[src/rtl/nsf_pkg.sv]
// Shared types and constants for the NMEA sentence framer.
// No dependencies; every other file of the block imports it.
`default_nettype none

package nsf_pkg;

    localparam int BYTE_W   = 8;
    localparam int MAXPOS_W = 10;
    localparam int POS_W    = 11;
    localparam int CK_W     = 7;

    localparam logic [MAXPOS_W-1:0] MAX_POS_RESET = 10'd400;

    localparam logic [BYTE_W-1:0] CH_DOLLAR = 8'h24;
    localparam logic [BYTE_W-1:0] CH_STAR   = 8'h2a;
    localparam logic [BYTE_W-1:0] CH_BSLASH = 8'h5c;
    localparam logic [BYTE_W-1:0] CH_BANG   = 8'h21;
    localparam logic [BYTE_W-1:0] CH_TILDE  = 8'h7e;
    localparam logic [BYTE_W-1:0] CH_SPACE  = 8'h20;
    localparam logic [BYTE_W-1:0] CH_CR     = 8'h0d;
    localparam logic [BYTE_W-1:0] CH_LF     = 8'h0a;
    localparam logic [BYTE_W-1:0] CH_ZERO   = 8'h30;
    localparam logic [BYTE_W-1:0] CH_UPPER_A = 8'h41;
    localparam logic [BYTE_W-1:0] CH_F      = 8'h46;
    localparam logic [BYTE_W-1:0] CH_P      = 8'h50;
    localparam logic [BYTE_W-1:0] CH_COMMA  = 8'h2c;

    typedef enum logic [1:0] {
        ST_GARBAGE = 2'd0,
        ST_ACCEPT  = 2'd1,
        ST_END     = 2'd2,
        ST_REJECT  = 2'd3
    } status_t;

    typedef enum logic [2:0] {
        PH_IDLE = 3'd0,
        PH_BODY = 3'd1,
        PH_CK1  = 3'd2,
        PH_CK2  = 3'd3,
        PH_CR   = 3'd4,
        PH_LF   = 3'd5
    } phase_t;

endpackage

`default_nettype wire

[src/rtl/nsf_byte_if.sv]
// Raw byte input channel of the NMEA sentence framer.
// Depends on nsf_pkg for the byte width.
`default_nettype none

interface nsf_byte_if
    import nsf_pkg::*;
();
    logic              valid;
    logic              ready;
    logic [BYTE_W-1:0] data_byte;

    modport source (output valid, output data_byte, input ready);
    modport sink   (input valid, input data_byte, output ready);
endinterface

`default_nettype wire

[src/rtl/nsf_result_if.sv]
// Per-byte result channel of the NMEA sentence framer.
// Depends on nsf_pkg for status_t and field widths.
`default_nettype none

interface nsf_result_if
    import nsf_pkg::*;
();
    logic             valid;
    logic             ready;
    status_t          status;
    logic             restarted;
    logic [POS_W-1:0] sentence_length;
    logic [CK_W-1:0]  checksum;
    logic             is_fp_variant;

    modport source (output valid, output status, output restarted, output sentence_length,
                    output checksum, output is_fp_variant, input ready);
    modport sink   (input valid, input status, input restarted, input sentence_length,
                    input checksum, input is_fp_variant, output ready);
endinterface

`default_nettype wire

[src/rtl/nsf_cfg_if.sv]
// Configuration write channel carrying max_body_position.
// Depends on nsf_pkg for the register width.
`default_nettype none

interface nsf_cfg_if
    import nsf_pkg::*;
();
    logic                valid;
    logic                ready;
    logic [MAXPOS_W-1:0] data;

    modport source (output valid, output data, input ready);
    modport sink   (input valid, input data, output ready);
endinterface

`default_nettype wire

[src/rtl/nmea_sentence_framer_core.sv]
// NMEA sentence framer top level: framing state machine, checksum check and pipeline.
// Depends on nsf_pkg, nsf_byte_if, nsf_result_if and nsf_cfg_if.
//
// Usage:
//   stream  - raw bytes in, valid/ready; one item per received byte.
//   result  - one item out per byte: status (garbage, accepted, sentence end,
//             rejected), restarted, and on a sentence end its total length,
//             body checksum and the FP variant flag (zero otherwise).
//   cfg     - writes max_body_position; always ready, write only while idle.
// Path: a byte accepted from the stream sits in the input register, and its
//   result is loaded into the result register when the pipeline steps.
// Throughput: one byte per cycle while result.ready is high, set by the framing
//   state update, a single compare-and-select pass between the two pipeline registers.
// Reset: phase goes to hunting for '$', counters clear, max_body_position
//   returns to 400, both pipeline registers empty.
// Stall: while result.ready is low a full result register holds; the input
//   register still fills once, so the stream side stalls one byte later.
`default_nettype none

module nmea_sentence_framer_core
    import nsf_pkg::*;
(
    input  wire          clk,
    input  wire          rst_n,
    nsf_byte_if.sink     stream,
    nsf_result_if.source result,
    nsf_cfg_if.sink      cfg
);

    // Body byte legality: printable, excluding the reserved framing characters.
    function automatic logic body_byte_invalid(input logic [BYTE_W-1:0] b);
        return (b < CH_SPACE) || (b > CH_TILDE) || (b == CH_DOLLAR) ||
               (b == CH_BSLASH) || (b == CH_BANG) || (b == CH_TILDE);
    endfunction

    function automatic logic [BYTE_W-1:0] hex_high(input logic [CK_W-1:0] x);
        return CH_ZERO + {5'd0, x[6:4]};
    endfunction

    function automatic logic [BYTE_W-1:0] hex_low(input logic [CK_W-1:0] x);
        logic [3:0] n;
        n = x[3:0];
        return (n < 4'd10) ? (CH_ZERO + {4'd0, n}) : (CH_UPPER_A + {4'd0, n} - 8'd10);
    endfunction

    function automatic logic [BYTE_W-1:0] prefix_char(input logic [1:0] idx);
        logic [BYTE_W-1:0] c;
        case (idx)
            2'd1:    c = CH_F;
            2'd2:    c = CH_P;
            default: c = CH_COMMA;
        endcase
        return c;
    endfunction

    // Configuration
    logic [MAXPOS_W-1:0] max_pos_reg;

    // Input register
    logic              in_valid_reg;
    logic [BYTE_W-1:0] in_byte_reg;

    // Result register
    logic             out_valid_reg;
    status_t          out_status_reg;
    logic             out_restarted_reg;
    logic [POS_W-1:0] out_length_reg;
    logic [CK_W-1:0]  out_ck_reg;
    logic             out_fp_reg;

    // Framing state
    phase_t           phase_reg, phase_next;
    logic [POS_W-1:0] pos_reg, pos_next;
    logic [CK_W-1:0]  xor_reg, xor_next;
    logic [1:0]       pm_reg, pm_next;
    logic             pok_reg, pok_next;

    // Per-byte outcome
    status_t          st;
    logic             rs;
    logic [POS_W-1:0] len;
    logic [CK_W-1:0]  ck;
    logic             fp;
    logic             rej;
    logic             prefix_hit;
    logic [POS_W-1:0] pos_inc;
    logic [POS_W-1:0] max_ext;

    logic step;

    // Advance the pipeline when a byte is staged and the result slot is free.
    assign step         = in_valid_reg && (!out_valid_reg || result.ready);
    assign stream.ready = !in_valid_reg || step;
    assign cfg.ready    = 1'b1;

    assign result.valid           = out_valid_reg;
    assign result.status          = out_status_reg;
    assign result.restarted       = out_restarted_reg;
    assign result.sentence_length = out_length_reg;
    assign result.checksum        = out_ck_reg;
    assign result.is_fp_variant   = out_fp_reg;

    assign pos_inc = pos_reg + 11'd1;
    assign max_ext = {1'b0, max_pos_reg};

    // Positions 1..3 must spell "FP," in order for the variant flag.
    assign prefix_hit = (pos_reg[POS_W-1:2] == '0) && (pos_reg[1:0] != 2'd0) &&
                        (pm_reg == pos_reg[1:0] - 2'd1) &&
                        (in_byte_reg == prefix_char(pos_reg[1:0]));

    always_comb
    begin
        phase_next = phase_reg;
        pos_next   = pos_reg;
        xor_next   = xor_reg;
        pm_next    = pm_reg;
        pok_next   = pok_reg;
        st         = ST_GARBAGE;
        rs         = 1'b0;
        len        = '0;
        ck         = '0;
        fp         = 1'b0;
        rej        = 1'b0;

        case (phase_reg)
            PH_BODY:
            begin
                if (in_byte_reg == CH_STAR && pos_reg <= max_ext)
                begin
                    phase_next = PH_CK1;
                    pos_next   = pos_inc;
                    st         = ST_ACCEPT;
                end
                else if (body_byte_invalid(in_byte_reg) || pos_reg >= max_ext)
                begin
                    rej = 1'b1;
                end
                else
                begin
                    xor_next = xor_reg ^ in_byte_reg[CK_W-1:0];
                    if (prefix_hit)
                    begin
                        pm_next = pos_reg[1:0];
                        if (pos_reg[1:0] == 2'd3)
                        begin
                            pok_next = 1'b1;
                        end
                    end
                    pos_next = pos_inc;
                    st       = ST_ACCEPT;
                end
            end
            PH_CK1:
            begin
                if (in_byte_reg == hex_high(xor_reg))
                begin
                    phase_next = PH_CK2;
                    pos_next   = pos_inc;
                    st         = ST_ACCEPT;
                end
                else
                begin
                    rej = 1'b1;
                end
            end
            PH_CK2:
            begin
                if (in_byte_reg == hex_low(xor_reg))
                begin
                    phase_next = PH_CR;
                    pos_next   = pos_inc;
                    st         = ST_ACCEPT;
                end
                else
                begin
                    rej = 1'b1;
                end
            end
            PH_CR:
            begin
                if (in_byte_reg == CH_CR)
                begin
                    phase_next = PH_LF;
                    pos_next   = pos_inc;
                    st         = ST_ACCEPT;
                end
                else
                begin
                    rej = 1'b1;
                end
            end
            PH_LF:
            begin
                if (in_byte_reg == CH_LF)
                begin
                    st         = ST_END;
                    len        = pos_inc;
                    ck         = xor_reg;
                    fp         = pok_reg;
                    phase_next = PH_IDLE;
                    pos_next   = '0;
                end
                else
                begin
                    rej = 1'b1;
                end
            end
            default:
            begin
                // Hunt for the preamble.
                phase_next = PH_IDLE;
                if (in_byte_reg == CH_DOLLAR)
                begin
                    phase_next = PH_BODY;
                    pos_next   = 11'd1;
                    xor_next   = '0;
                    pm_next    = '0;
                    pok_next   = 1'b0;
                    st         = ST_ACCEPT;
                    rs         = 1'b1;
                end
            end
        endcase

        // A failing '$' opens the next sentence at once; anything else drops to idle.
        if (rej)
        begin
            st = ST_REJECT;
            if (in_byte_reg == CH_DOLLAR)
            begin
                phase_next = PH_BODY;
                pos_next   = 11'd1;
                xor_next   = '0;
                pm_next    = '0;
                pok_next   = 1'b0;
                rs         = 1'b1;
            end
            else
            begin
                phase_next = PH_IDLE;
                pos_next   = '0;
            end
        end
    end

    // Control registers
    always_ff @(posedge clk or negedge rst_n)
    begin
        if (!rst_n)
        begin
            max_pos_reg   <= MAX_POS_RESET;
            in_valid_reg  <= 1'b0;
            out_valid_reg <= 1'b0;
            phase_reg     <= PH_IDLE;
            pos_reg       <= '0;
            xor_reg       <= '0;
            pm_reg        <= '0;
            pok_reg       <= 1'b0;
        end
        else
        begin
            if (cfg.valid)
            begin
                max_pos_reg <= cfg.data;
            end
            if (stream.valid && stream.ready)
            begin
                in_valid_reg <= 1'b1;
            end
            else if (step)
            begin
                in_valid_reg <= 1'b0;
            end
            if (step)
            begin
                out_valid_reg <= 1'b1;
                phase_reg     <= phase_next;
                pos_reg       <= pos_next;
                xor_reg       <= xor_next;
                pm_reg        <= pm_next;
                pok_reg       <= pok_next;
            end
            else if (result.ready)
            begin
                out_valid_reg <= 1'b0;
            end
        end
    end

    // Payload registers
    always_ff @(posedge clk)
    begin
        if (stream.valid && stream.ready)
        begin
            in_byte_reg <= stream.data_byte;
        end
        if (step)
        begin
            out_status_reg    <= st;
            out_restarted_reg <= rs;
            out_length_reg    <= len;
            out_ck_reg        <= ck;
            out_fp_reg        <= fp;
        end
    end

endmodule

`default_nettype wire
[src/flat_wrapper.sv]
// flat-port wrapper written by rule: the top's interface ports become plain ports
module nmea_sentence_framer_core_flat import nsf_pkg::*;
  (clk, rst_n, stream_valid, stream_data_byte, stream_ready, result_valid, result_status, result_restarted, result_sentence_length, result_checksum, result_is_fp_variant, result_ready, cfg_valid, cfg_data, cfg_ready);
  nsf_byte_if stream_i ();
  nsf_result_if result_i ();
  nsf_cfg_if cfg_i ();
  input  wire clk;
  input  wire rst_n;
  input wire logic [$bits(stream_i.valid)-1:0] stream_valid;
  input wire logic [$bits(stream_i.data_byte)-1:0] stream_data_byte;
  output wire logic [$bits(stream_i.ready)-1:0] stream_ready;
  output wire logic [$bits(result_i.valid)-1:0] result_valid;
  output wire logic [$bits(result_i.status)-1:0] result_status;
  output wire logic [$bits(result_i.restarted)-1:0] result_restarted;
  output wire logic [$bits(result_i.sentence_length)-1:0] result_sentence_length;
  output wire logic [$bits(result_i.checksum)-1:0] result_checksum;
  output wire logic [$bits(result_i.is_fp_variant)-1:0] result_is_fp_variant;
  input wire logic [$bits(result_i.ready)-1:0] result_ready;
  input wire logic [$bits(cfg_i.valid)-1:0] cfg_valid;
  input wire logic [$bits(cfg_i.data)-1:0] cfg_data;
  output wire logic [$bits(cfg_i.ready)-1:0] cfg_ready;
  assign stream_i.valid = stream_valid;
  assign stream_i.data_byte = stream_data_byte;
  assign stream_ready = stream_i.ready;
  assign result_valid = result_i.valid;
  assign result_status = result_i.status;
  assign result_restarted = result_i.restarted;
  assign result_sentence_length = result_i.sentence_length;
  assign result_checksum = result_i.checksum;
  assign result_is_fp_variant = result_i.is_fp_variant;
  assign result_i.ready = result_ready;
  assign cfg_i.valid = cfg_valid;
  assign cfg_i.data = cfg_data;
  assign cfg_ready = cfg_i.ready;
  nmea_sentence_framer_core u_core (.clk(clk), .rst_n(rst_n), .stream(stream_i), .result(result_i), .cfg(cfg_i));
endmodule
[config.mk]
export PLATFORM = sky130hd
export DESIGN_NAME = nmea_sentence_framer_core_flat
export DESIGN_NICKNAME = d
export VERILOG_FILES = /design/src/rtl/nsf_pkg.sv /design/src/rtl/nsf_byte_if.sv /design/src/rtl/nsf_result_if.sv /design/src/rtl/nsf_cfg_if.sv /design/src/rtl/nmea_sentence_framer_core.sv /design/src/flat_wrapper.sv
export SDC_FILE = /design/constraint.sdc
export NUM_CORES = 1
export LEC_CHECK = 0
export BUFFER_PORTS_ARGS = -buffer_cell sky130_fd_sc_hd__buf_2
export CORE_UTILIZATION = 30
export DETAILED_ROUTE_END_ITERATION = 12
export GPL_ROUTABILITY_DRIVEN = 0
export GPL_TIMING_DRIVEN = 0
export SLEW_MARGIN = 20
export SYNTH_ARGS = -nofsm -noshare
export SYNTH_HDL_FRONTEND = slang
export SYNTH_SLANG_ARGS = --single-unit
[constraint.sdc]
create_clock -name clk -period 3.4 [get_ports clk]
set_input_delay 0.34 -clock clk [delete_from_list [all_inputs] [get_ports clk]]
set_output_delay 0.34 -clock clk [all_outputs]
set_load 0.02 [all_outputs]
==> results of run 1 <==
==> power by group through the flow <==
| stage | Sequential [W] | Combinational (W) | Clock [W] |
|---|---|---|---|
| 2_1_floorplan | 0.00106 | 0.000728 | 0 |
| 3_3_place_gp | 0.00104 | 0.00102 | 0 |
| 3_5_place_dp | 0.00104 | 0.00103 | 0 |
| 4_1_cts | 0.00103 | 0.00103 | 0.000938 |
| 5_1_grt | 0.00104 | 0.00118 | 0.000971 |
| 6_report | 0.00103 | 0.00107 | 0.000925 |
==> kinds of logic after synthesis <==
| kind of cell | count (synthesis) |
|---|---|
| buf+inv | 45 |
| mux | 1 |
| flops | 66 |
| fa+ha+maj | 15 |
| simple gates | 154 |
| compound gates | 109 |
| other cells | 1 |
| xor+xnor | 11 |
==> final cells by class <==
type	instances	area share, %
plain buffers	21	2.444
flip-flops and latches	66	39.19
inverters	24	1.955
clock inverters	7	1.521
clock buffers	9	4.889
multi-input cells	291	40.44
well taps	172	4.671
repair buffers	45	4.889
==> metrics by stage <==
stage               total power, W  setup WS (ns)
floorplan                 0.001785         0.6773
global placement          0.002056        0.09439
detailed placement        0.002071         0.1226
CTS                       0.003001         0.1001
global route              0.003192       -0.01100
finish                    0.003022         0.2212
==> layer usage <==
metal	GRT usage, %	part of all wire (%)
met1	21.09	45
met2	23.31	44
met3	3.637	8.0
met4	8.312	2.7
met5	0	0
==> worst max-delay path by stage <==
stage / start / endpoint / depth (start not counted)
3_3_place_gp: u_core.pos_reg[0] / u_core.xor_reg[2] / 10
6_report: u_core.max_pos_reg[8] / u_core.pos_reg[6] / 9
3_5_place_dp: u_core.pos_reg[0] / u_core.result.status[1] / 10
5_1_grt: u_core.pos_reg[0] / u_core.xor_reg[1] / 10
2_1_floorplan: u_core.max_pos_reg[8] / u_core.pos_reg[6] / 9
4_1_cts: u_core.pos_reg[0] / u_core.xor_reg[2] / 10
==> worst reg2reg max path, cell delays in order (launching register included) <==
cell,delay (ns)
sky130_fd_sc_hd__dfstp_2,0.51
sky130_fd_sc_hd__inv_1,0.05
sky130_fd_sc_hd__ha_1,0.30
sky130_fd_sc_hd__a21o_1,0.18
sky130_fd_sc_hd__a211oi_1,0.62
sky130_fd_sc_hd__a21o_1,0.19
sky130_fd_sc_hd__o21ai_1,0.16
sky130_fd_sc_hd__a311o_1,0.41
sky130_fd_sc_hd__or4_1,0.56
sky130_fd_sc_hd__o211ai_1,0.12
==> cells in the final DEF (no fill, tap or decap), drive strengths merged, types with 7 or more instances in the layout <==
| cell | count |
|---|---|
| o21ai | 29 |
| nand3 | 15 |
| inv | 24 |
| clkbuf | 18 |
| nor3 | 9 |
| a31oi | 14 |
| buf | 57 |
| nor4 | 7 |
| and2 | 9 |
| o22ai | 10 |
| nand2 | 42 |
| ha | 15 |
| nor2b | 9 |
| nor2 | 23 |
| nand2b | 8 |
| edfxtp | 30 |
| a21oi | 18 |
| dfrtp | 33 |
==> results.rst, run 1 <==
.. list-table::
   :header-rows: 1

   * - Metric
     - Value
   * - Run status
     - complete, no violations
   * - Leading area contributor after synthesis
     - sky130_fd_sc_hd__edfxtp_1
   * - Setup repair after global routing missed its margin
     - true
   * - Commonest cells post-synth
     - sky130_fd_sc_hd__nand2_1 (42), sky130_fd_sc_hd__dfrtp_1 (33), sky130_fd_sc_hd__edfxtp_1 (30)
   * - Cell area after synthesis
     - 0.003854 mm²
   * - Dominant combinational cell family by area after synthesis
     - simple AND/OR/NAND/NOR gates
   * - Clk_lat worst skew
     - 0.34 ns
   * - Top delay family on crit path
     - compound AO/OA/AOI/OAI gates
   * - Fin util
     - 36.66%
   * - Post-CTS Setup Bufs
     - 0
   * - Area of the die
     - between 0.01 and 0.015 mm²
   * - Capture point of the worst reg-to-reg path
     - u_core.pos_reg[6]
   * - Area share of xor/xnor cells in the synthesized design
     - 2.500%
   * - Non-filler instance count after layout
     - 635
   * - Synth Area in Compound Gates
     - a little under a fifth
   * - Cell at the root of the clock tree
     - sky130_fd_sc_hd__clkbuf_16
   * - I/O Buffers
     - 45
   * - Clock network fraction of design power
     - 30.6%
   * - Simple-gate portion of the synthesized area
     - 21.66%
   * - Arrival time worst endpoint
     - 3.43 ns
   * - N_diodes
     - 0
   * - GRT overflow
     - 0
   * - Main synth FF type
     - sky130_fd_sc_hd__dfrtp_1
   * - Number of max-slew violations in the final report
     - 0
   * - Total of warnings raised by yosys
     - 0
   * - Leading cell type by number of instances after synthesis
     - sky130_fd_sc_hd__nand2_1
   * - #FFs+latches synth
     - 66
   * - Final Hold Viols
     - 0
   * - Max-cap violation count
     - 0
   * - Cell internal pwr
     - 0.001897 W
   * - Post-synthesis async set-or-reset flop share
     - 54.55%
   * - Final worst path period share
     - 93.49%
   * - Part of the total power dissipated in sequential elements
     - 34.1%
   * - Placed wire-length estimate after detailed placement
     - 7011 µm
   * - Placed Instances
     - 619
   * - Pin slew with the least headroom to its limit
     - 0.8599 ns
   * - Worst path max stage delay
     - about 0.62 ns
   * - Area of combinational cells with multiple inputs
     - 0.001863 mm²
   * - Final min period
     - 3.179 ns
   * - Number of distinct library cell variants in the gate-level netlist after synthesis
     - between 60 and 70
   * - Maximum operating frequency
     - 0.3146 GHz
   * - Tightest hold margin
     - between 0.1 and 0.15 ns
   * - Combinational group share of total power
     - 35.3%
   * - Die outline width
     - 115.3 µm
   * - Synthesis-to-layout area growth
     - 19.55%
   * - Switching power
     - 0.001125 W
   * - Fin Clk Skew
     - 0.008196 ns
   * - Maximum resistive drop on vdd
     - 0.2185 mV
   * - Net Sw Frac
     - 37.24%
   * - Router iterations before antenna repair
     - 7
   * - Total I/O pin count
     - 48
   * - Vias after detailed routing
     - between 3000 and 4000
   * - Design Area, Final
     - 0.004607 mm²
   * - Vias in the first global route
     - 3128
   * - Number of failing setup endpoints in the final timing report
     - 0
   * - Share of layout cells above drive strength 1
     - 17.71%
   * - Post-synthesis area per instance
     - 9.586 µm²
   * - Syn_nets
     - 440
   * - Required time reported for the critical path endpoint
     - 3.66 ns
   * - Endpoint type of the worst setup path
     - flip-flop
   * - Synth area leaders
     - sky130_fd_sc_hd__edfxtp_1 (23%), sky130_fd_sc_hd__dfrtp_1 (21%), sky130_fd_sc_hd__ha_1 (4.9%)
   * - CP cell instances
     - inv_1 -> ha_1 -> a21o_1 -> a211oi_1 -> a21o_1 -> o21ai_1 -> a311o_1 -> or4_1 -> o211ai_1
   * - Violation count after the first detailed-route iteration
     - 295
   * - Die extent in y
     - 115.3 µm
   * - Startpoint kind of the worst setup timing path
     - flip-flop
   * - Antenna violations before repair
     - 0
   * - Number of placement rows
     - a little over 40
   * - Routed WL
     - 9793 µm
   * - Worst reg2reg setup slack
     - 0.22 ns
   * - Crit path buf inv count
     - 1
   * - Worst max-slew margin expressed relative to the limit
     - a little over two fifths
   * - Quantity of gates resized following cts
     - 0
   * - Wire length per cell
     - 15.42 µm
   * - Total placed instance area
     - approximately 0.0043 mm²
   * - Number of cells on the worst reg-to-reg path
     - 9
   * - Post-synthesis sequential area ratio
     - between 40% and 50%
   * - Starting utilization of the core area
     - 30.66%
   * - Cts-stage hold buffer count
     - 0
   * - Kind of critical path
     - flip-flop to flip-flop
   * - Critical path's slowest cell
     - sky130_fd_sc_hd__a211oi_1
   * - Number of sinks driven by the clock tree
     - between 60 and 70
   * - Post-route DRC violation count
     - 0
   * - FF+latch area
     - 0.001805 mm²
   * - Most common cell type on the critical path
     - sky130_fd_sc_hd__a21o_1
   * - Worst flop-to-flop path startpoint
     - u_core.max_pos_reg[8]
   * - Clock transition at the registers of the reported paths
     - 0.06 ns
   * - Global-route usage over all layers
     - 15.66%
   * - Leakage power of the design
     - 1.927 nW
   * - Top cell type's share of synthesized area
     - 23.38%
   * - Number of buffers between clock root and the deepest sink
     - 2
   * - Class of the worst hold path
     - input port to asynchronous set/reset pin
   * - Placeable Area
     - 0.01257 mm²
   * - Worst-path fanout max
     - 4
   * - Synth Instances
     - 402
   * - Post-Route Setup TNS
     - 0 ns
   * - Net count, final
     - 496
   * - Clock tree from TritonCTS
     - yes
   * - Wire length of the first global-routing pass
     - 15840 µm
   * - Post-synth EDFFs
     - 30
   * - Power Dens Cells
     - 656.0 mW/mm²
   * - Number of H-tree levels
     - 3
   * - Filler cell count in the final layout
     - 1289
   * - Largest net degree at the start of global routing
     - 37
   * - Count of antenna-violating nets left after detailed routing
     - 0
   * - Adder and majority gate portion of the synthesized area
     - 4.870%
   * - Number of clock buffers inserted by TritonCTS
     - 9
   * - Vias per inst
     - around 5.3
   * - Mux contribution to synthesized area
     - less than 1%
Power figures use the tool's default switching activity.
==> run 2, diff against run 1 <==
Settings changed: CORE_ASPECT_RATIO set to 1.5.
==> results.rst, run 2 (synthesized netlist as in run 1, its figures left out) <==
.. list-table::
   :header-rows: 1

   * - Metric
     - Value
   * - Vias per inst
     - 5.438
   * - Antenna violations before repair
     - 0
   * - Maximum resistive drop on vdd
     - 0.2593 mV
   * - Violation count after the first detailed-route iteration
     - 260
   * - Clock network fraction of design power
     - 32.4%
   * - Part of the total power dissipated in sequential elements
     - about 33%
   * - Clock tree from TritonCTS
     - yes
   * - Clock transition at the registers of the reported paths
     - 0.06 ns
   * - Routed WL
     - 10020 µm
   * - Number of max-slew violations in the final report
     - 0
   * - Largest net degree at the start of global routing
     - 37
   * - Placeable Area
     - 0.01251 mm²
   * - Commonest cells after routing, fill and taps aside
     - sky130_fd_sc_hd__buf_2 (53), sky130_fd_sc_hd__nand2_1 (42), sky130_fd_sc_hd__dfrtp_1 (33)
   * - Worst max-slew margin expressed relative to the limit
     - 42.26%
   * - Number of clock buffers inserted by TritonCTS
     - 9
   * - Arrival time worst endpoint
     - 3.40 ns
   * - Combinational group share of total power
     - 35.0%
   * - Endpoint type of the worst setup path
     - flip-flop
   * - Switching power
     - 0.001135 W
   * - Number of failing setup endpoints in the final timing report
     - 0
   * - Die outline width
     - 94.54 µm
   * - Run status
     - complete, no violations
   * - Startpoint kind of the worst setup timing path
     - flip-flop
   * - Fin Clk Skew
     - 0.007428 ns
   * - Net count, final
     - ~500
   * - Global-route usage over all layers
     - 15.71%
   * - Worst-path fanout max
     - 8
   * - Count of antenna-violating nets left after detailed routing
     - 0
   * - Share of layout cells above drive strength 1
     - 18.06%
   * - Post-route DRC violation count
     - 0
   * - Wire length of the first global-routing pass
     - 15880 µm
   * - Max-cap violation count
     - 0
   * - Setup repair after global routing missed its margin
     - false
   * - Power Dens Cells
     - 681.3 mW/mm²
   * - Required time reported for the critical path endpoint
     - roughly 3.6 ns
   * - I/O Buffers
     - 45
   * - Cell at the root of the clock tree
     - sky130_fd_sc_hd__clkbuf_16
   * - Clk_lat worst skew
     - 0.34 ns
   * - Cell internal pwr
     - 0.002020 W
   * - Total I/O pin count
     - 48
   * - Net Sw Frac
     - 35.96%
   * - Leakage power of the design
     - between 1.5 and 2 nW
   * - Commonest non-fill, non-tap cell in the layout
     - sky130_fd_sc_hd__buf_2
   * - Final min period
     - 3.214 ns
   * - Number of buffers between clock root and the deepest sink
     - 2
   * - Vias in the first global route
     - 3201
   * - Number of placement rows
     - 50
   * - Total design power
     - 0.003155 W
   * - Placed wire-length estimate after detailed placement
     - 7259 µm
   * - Number of sinks driven by the clock tree
     - 66
   * - Pin slew with the least headroom to its limit
     - 0.8661 ns
   * - Final Hold Viols
     - 0
   * - Cts-stage hold buffer count
     - 0
   * - Area of the die
     - 0.01331 mm²
   * - Post-Route Setup TNS
     - 0 ns
   * - Final worst path period share
     - approximately 95%
   * - Starting utilization of the core area
     - 30.80%
   * - Router iterations before antenna repair
     - 5
   * - GRT overflow
     - 0
   * - Kind of critical path
     - flip-flop to flip-flop
   * - Number of H-tree levels
     - 3
   * - Wire length per cell
     - between 15 and 20 µm
   * - Vias after detailed routing
     - 3377
   * - Class of the worst hold path
     - input port to asynchronous set/reset pin
   * - Die extent in y
     - 140.8 µm
   * - Synthesis-to-layout area growth
     - 20.16%
   * - N_diodes
     - 0
   * - Tightest hold margin
     - approximately 0.11 ns
   * - Maximum operating frequency
     - 0.3111 GHz
==> run 2: cell types whose count changed in the layout (fill, tap and decap cells not counted), sizes merged <==
cell / before / now
clkinvlp: 0 / 1
clkbuf: 18 / 19
bufinv: 1 / 2
buf: 57 / 59
clkinv: 6 / 3
==> run 2: worst max-delay path, cell delays in order (launching register included) <==
cell and delay, ns:
sky130_fd_sc_hd__dfrtp_1 0.37, sky130_fd_sc_hd__clkbuf_1 0.35, sky130_fd_sc_hd__inv_1 0.21, sky130_fd_sc_hd__ha_1 0.34
sky130_fd_sc_hd__nand3_1 0.06, sky130_fd_sc_hd__nor3_1 0.09, sky130_fd_sc_hd__or4_1 0.58, sky130_fd_sc_hd__nor4_2 0.53
sky130_fd_sc_hd__a211oi_1 0.17, sky130_fd_sc_hd__a211oi_1 0.25, sky130_fd_sc_hd__o22ai_1 0.11
==> run 2: cell type report <==
type                    count  area [µm²]
clock inverters             6       90.09
clock buffers              10       239.0
fillers                  1284        7881
multi-input cells         291        1858
repair buffers             47       240.2
flip-flops and latches     66        1805
well taps                 156       195.2
inverters                  24       90.09
plain buffers              21       112.6
==> run 2: worst paths after layout <==
| kind | slack, ns | endpoint | cells after the start | start |
|---|---|---|---|---|
| setup reg to reg | 0.19 | u_core.xor_reg[1] | 10 | u_core.pos_reg[0] |
| setup / recovery | 0.19 | u_core.xor_reg[1] | 10 | u_core.pos_reg[0] |
| hold / removal | 0.11 | u_core.max_pos_reg[6] | 1 | rst_n |
| min in group clk | 0.17 | u_core.in_byte_reg[7] | 1 | stream_data_byte[7] |
| max in group asynchronous | 2.74 | u_core.phase_reg[0] | 1 | rst_n |
| hold reg to reg | 0.50 | u_core.result.valid | 1 | u_core.in_valid_reg |
==> run 2: layer usage <==
metal | track usage (%) | share of wire (%)
met5 | 0 | 0
met2 | 26.62 | 52
met1 | 18.13 | 40
met4 | 9.729 | 4.0
met3 | 2.643 | 4.8
==> run 2: power by group through the flow <==
stage / clock [W] / sequential, W / combinational [W]
global placement: 0 / 0.00104 / 0.00102
finish: 0.00102 / 0.00103 / 0.00110
detailed placement: 0 / 0.00104 / 0.00103
floorplan: 0 / 0.00106 / 0.000728
global route: 0.00108 / 0.00104 / 0.00122
CTS: 0.00103 / 0.00103 / 0.00104
==> run 2: through the flow <==
stage          utilization (%)  std cells  cell area, µm²  worst slack [ns]
6_report                 37.01        621            4631            0.1859
5_1_grt                  37.01        621            4631         0.0003975
4_1_cts                  36.80        619            4604           0.01999
3_5_place_dp             34.17        603            4275           0.05026
3_3_place_gp             34.16        603            4274           0.07066
2_1_floorplan                -        402            3854            0.6773
==> run 2: repair_timing <==
item,CTS,global route
resized for setup,0,1
buffers inserted,0,2
setup endpoints to repair,0,21
hold endpoints to repair,0,0
==> run 3, diff against run 2 <==
Settings changed: CORE_MARGIN set to 2.
Clock period 3.4 ns to 3.1 ns, I/O delays scaled along.
==> results.rst, run 3 (synthesized netlist as in run 1, its figures left out) <==
.. list-table::
   :header-rows: 1

   * - Metric
     - Value
   * - Largest net degree at the start of global routing
     - 37
   * - Router iterations before antenna repair
     - 5
   * - Final worst path period share
     - 95.16%
   * - Clock transition at the registers of the reported paths
     - 0.06 ns
   * - Power Dens Cells
     - 729.8 mW/mm²
   * - Commonest cells after routing, fill and taps aside
     - sky130_fd_sc_hd__buf_2 (53), sky130_fd_sc_hd__nand2_1 (42), sky130_fd_sc_hd__dfrtp_1 (33)
   * - Max-cap violation count
     - 0
   * - Kind of critical path
     - flip-flop to flip-flop
   * - Violation count after the first detailed-route iteration
     - 296
   * - Placed Instances
     - 603
   * - Global-route usage over all layers
     - between 10% and 20%
   * - Arrival time worst endpoint
     - ~3.2 ns
   * - I/O Buffers
     - 45
   * - Fin Clk Skew
     - ~0.0049 ns
   * - Final min period
     - 2.950 ns
   * - Number of max-slew violations in the final report
     - 0
   * - GRT overflow
     - 0
   * - Vias in the first global route
     - 3354
   * - Worst path max stage delay
     - about 0.54 ns
   * - Maximum operating frequency
     - between 0.3 and 0.4 GHz
   * - Share of layout cells above drive strength 1
     - 19.61%
   * - Maximum resistive drop on vdd
     - 0.3079 mV
   * - Routed WL
     - 10120 µm
   * - Layer carrying the most global-route usage
     - met2
   * - Critical path's slowest cell
     - sky130_fd_sc_hd__or4_1
   * - Met3 track demand over resource
     - around 3.9%
   * - Worst-path fanout max
     - 4
   * - Filler cell count in the final layout
     - ~1300
   * - Post-Route Setup TNS
     - 0 ns
   * - Total I/O pin count
     - 48
   * - Worst reg2reg setup slack
     - around 0.15 ns
   * - Clk_lat worst skew
     - 0.33 ns
   * - Endpoint type of the worst setup path
     - flip-flop
   * - Wire length of the first global-routing pass
     - about 16000 µm
   * - Total design power
     - 0.003416 W
   * - Placed wire-length estimate after detailed placement
     - 7369 µm
   * - Count of antenna-violating nets left after detailed routing
     - 0
   * - Cts-stage hold buffer count
     - 0
   * - Die extent in y
     - 142.8 µm
   * - Run status
     - complete, no violations
   * - Number of H-tree levels
     - 3
   * - Vias per inst
     - between 5 and 6
   * - CP cell instances
     - inv_1 -> ha_1 -> a21o_1 -> a211o_4 -> nor4_4 -> o21ai_4 -> a311o_1 -> or4_1 -> o211ai_1
   * - Number of placement rows
     - 50
   * - Clock tree from TritonCTS
     - yes
   * - Area of the die
     - 0.01379 mm²
   * - Non-filler instance count after layout
     - 620
   * - Pin slew with the least headroom to its limit
     - a little under 0.9 ns
   * - M2 GR Usage
     - a little over a quarter
   * - M1 GR Usage
     - 17.58%
   * - Cell at the root of the clock tree
     - sky130_fd_sc_hd__clkbuf_16
   * - Number of sinks driven by the clock tree
     - 66
   * - Startpoint kind of the worst setup timing path
     - flip-flop
   * - Crit path buf inv count
     - 1
   * - Synthesis-to-layout area growth
     - 21.46%
   * - Number of failing setup endpoints in the final timing report
     - 0
   * - Net count, final
     - a little under 500
   * - Top delay family on crit path
     - compound AO/OA/AOI/OAI gates
   * - Die outline width
     - 96.54 µm
   * - Class of the worst hold path
     - input port to asynchronous set/reset pin
   * - Vias after detailed routing
     - 3392
   * - Required time reported for the critical path endpoint
     - 3.35 ns
   * - Antenna violations before repair
     - 0
   * - Worst max-slew margin expressed relative to the limit
     - 41.56%
   * - Number of buffers between clock root and the deepest sink
     - 2
   * - Final Hold Viols
     - 0
   * - Commonest non-fill, non-tap cell in the layout
     - sky130_fd_sc_hd__buf_2
   * - Number of clock buffers inserted by TritonCTS
     - 9
   * - Starting utilization of the core area
     - around 30%
   * - N_diodes
     - 0
   * - Leakage power of the design
     - 1.949 nW
   * - Post-route DRC violation count
     - 0
   * - Placeable Area
     - 0.01251 mm²
   * - Wire length per cell
     - 16.33 µm
run 3: cell count changes in the layout (fill, tap and decap cells not counted), sizes merged:
cell	delta
clkbuf	-1
run 3: area by class of cell:
class | instances | area, µm² | share of cell area (%)
clock buffer | 10 | 229.0 | 4.892
timing repair buffer | 47 | 240.2 | 5.132
tap | 156 | 195.2 | 4.170
sequential | 66 | 1805 | 38.57
multi-input combinational | 291 | 1931 | 41.25
clock inverter | 6 | 81.33 | 1.738
inverter | 24 | 90.09 | 1.925
buffer | 20 | 108.9 | 2.326
run 3: power breakdown:
group	total, W	internal, W	switching [W]
logic	0.00120	0.000443	0.000759
clock network	0.00107	0.000698	0.000372
registers	0.00114	0.00105	0.0000988
run 3: final timing paths:
path,from,to,cells past startpoint
max in group asynchronous,rst_n,u_core.xor_reg[0],1
worst min register to register,u_core.in_valid_reg,u_core.result.valid,1
min in group clk,stream_data_byte[1],u_core.in_byte_reg[1],1
worst max register to register,u_core.max_pos_reg[8],u_core.pos_reg[6],9
worst min-delay path,rst_n,u_core.pos_reg[10],1
worst max-delay path,u_core.max_pos_reg[8],u_core.pos_reg[6],9
run 3: timing repair:
item                                    4_1_cts  5_1_grt
endpoints found under the setup margin       23       25
gates resized for setup                       3       10
setup buffers                                 0        2
pin swaps                                     0        3
run 3: per-stage QoR:
stage | util (%) | hold slack, ns | instance area, µm² | setup slack [ns]
6_report | 37.41 | 0.09743 | 4681 | 0.1502
5_1_grt | 37.41 | 0.1377 | 4681 | -0.001447
4_1_cts | 36.82 | 0.1268 | 4607 | -0.06210
3_5_place_dp | 34.17 | 0.4832 | 4275 | -0.2676
3_3_place_gp | 34.16 | 0.4597 | 4274 | -0.2401
2_1_floorplan | - | 0.01441 | 3854 | 0.3773
run 3: layer usage:
| layer | routed length (µm) | vias up |
|---|---|---|
| li1 | - | 1609 |
| met1 | 3979 | 1626 |
| met2 | 5238 | 129 |
| met3 | 555 | 28 |
| met4 | 349 | 0 |
| met5 | 0 | - |
run 3: worst reg2reg max path: stages (launching register included):
cell                       delay [ns]
sky130_fd_sc_hd__dfstp_2         0.51
sky130_fd_sc_hd__inv_1           0.05
sky130_fd_sc_hd__ha_1            0.30
sky130_fd_sc_hd__a21o_1          0.20
sky130_fd_sc_hd__a211o_4         0.38
sky130_fd_sc_hd__nor4_4          0.22
sky130_fd_sc_hd__o21ai_4         0.14
sky130_fd_sc_hd__a311o_1         0.43
sky130_fd_sc_hd__or4_1           0.54
sky130_fd_sc_hd__o211ai_1        0.10
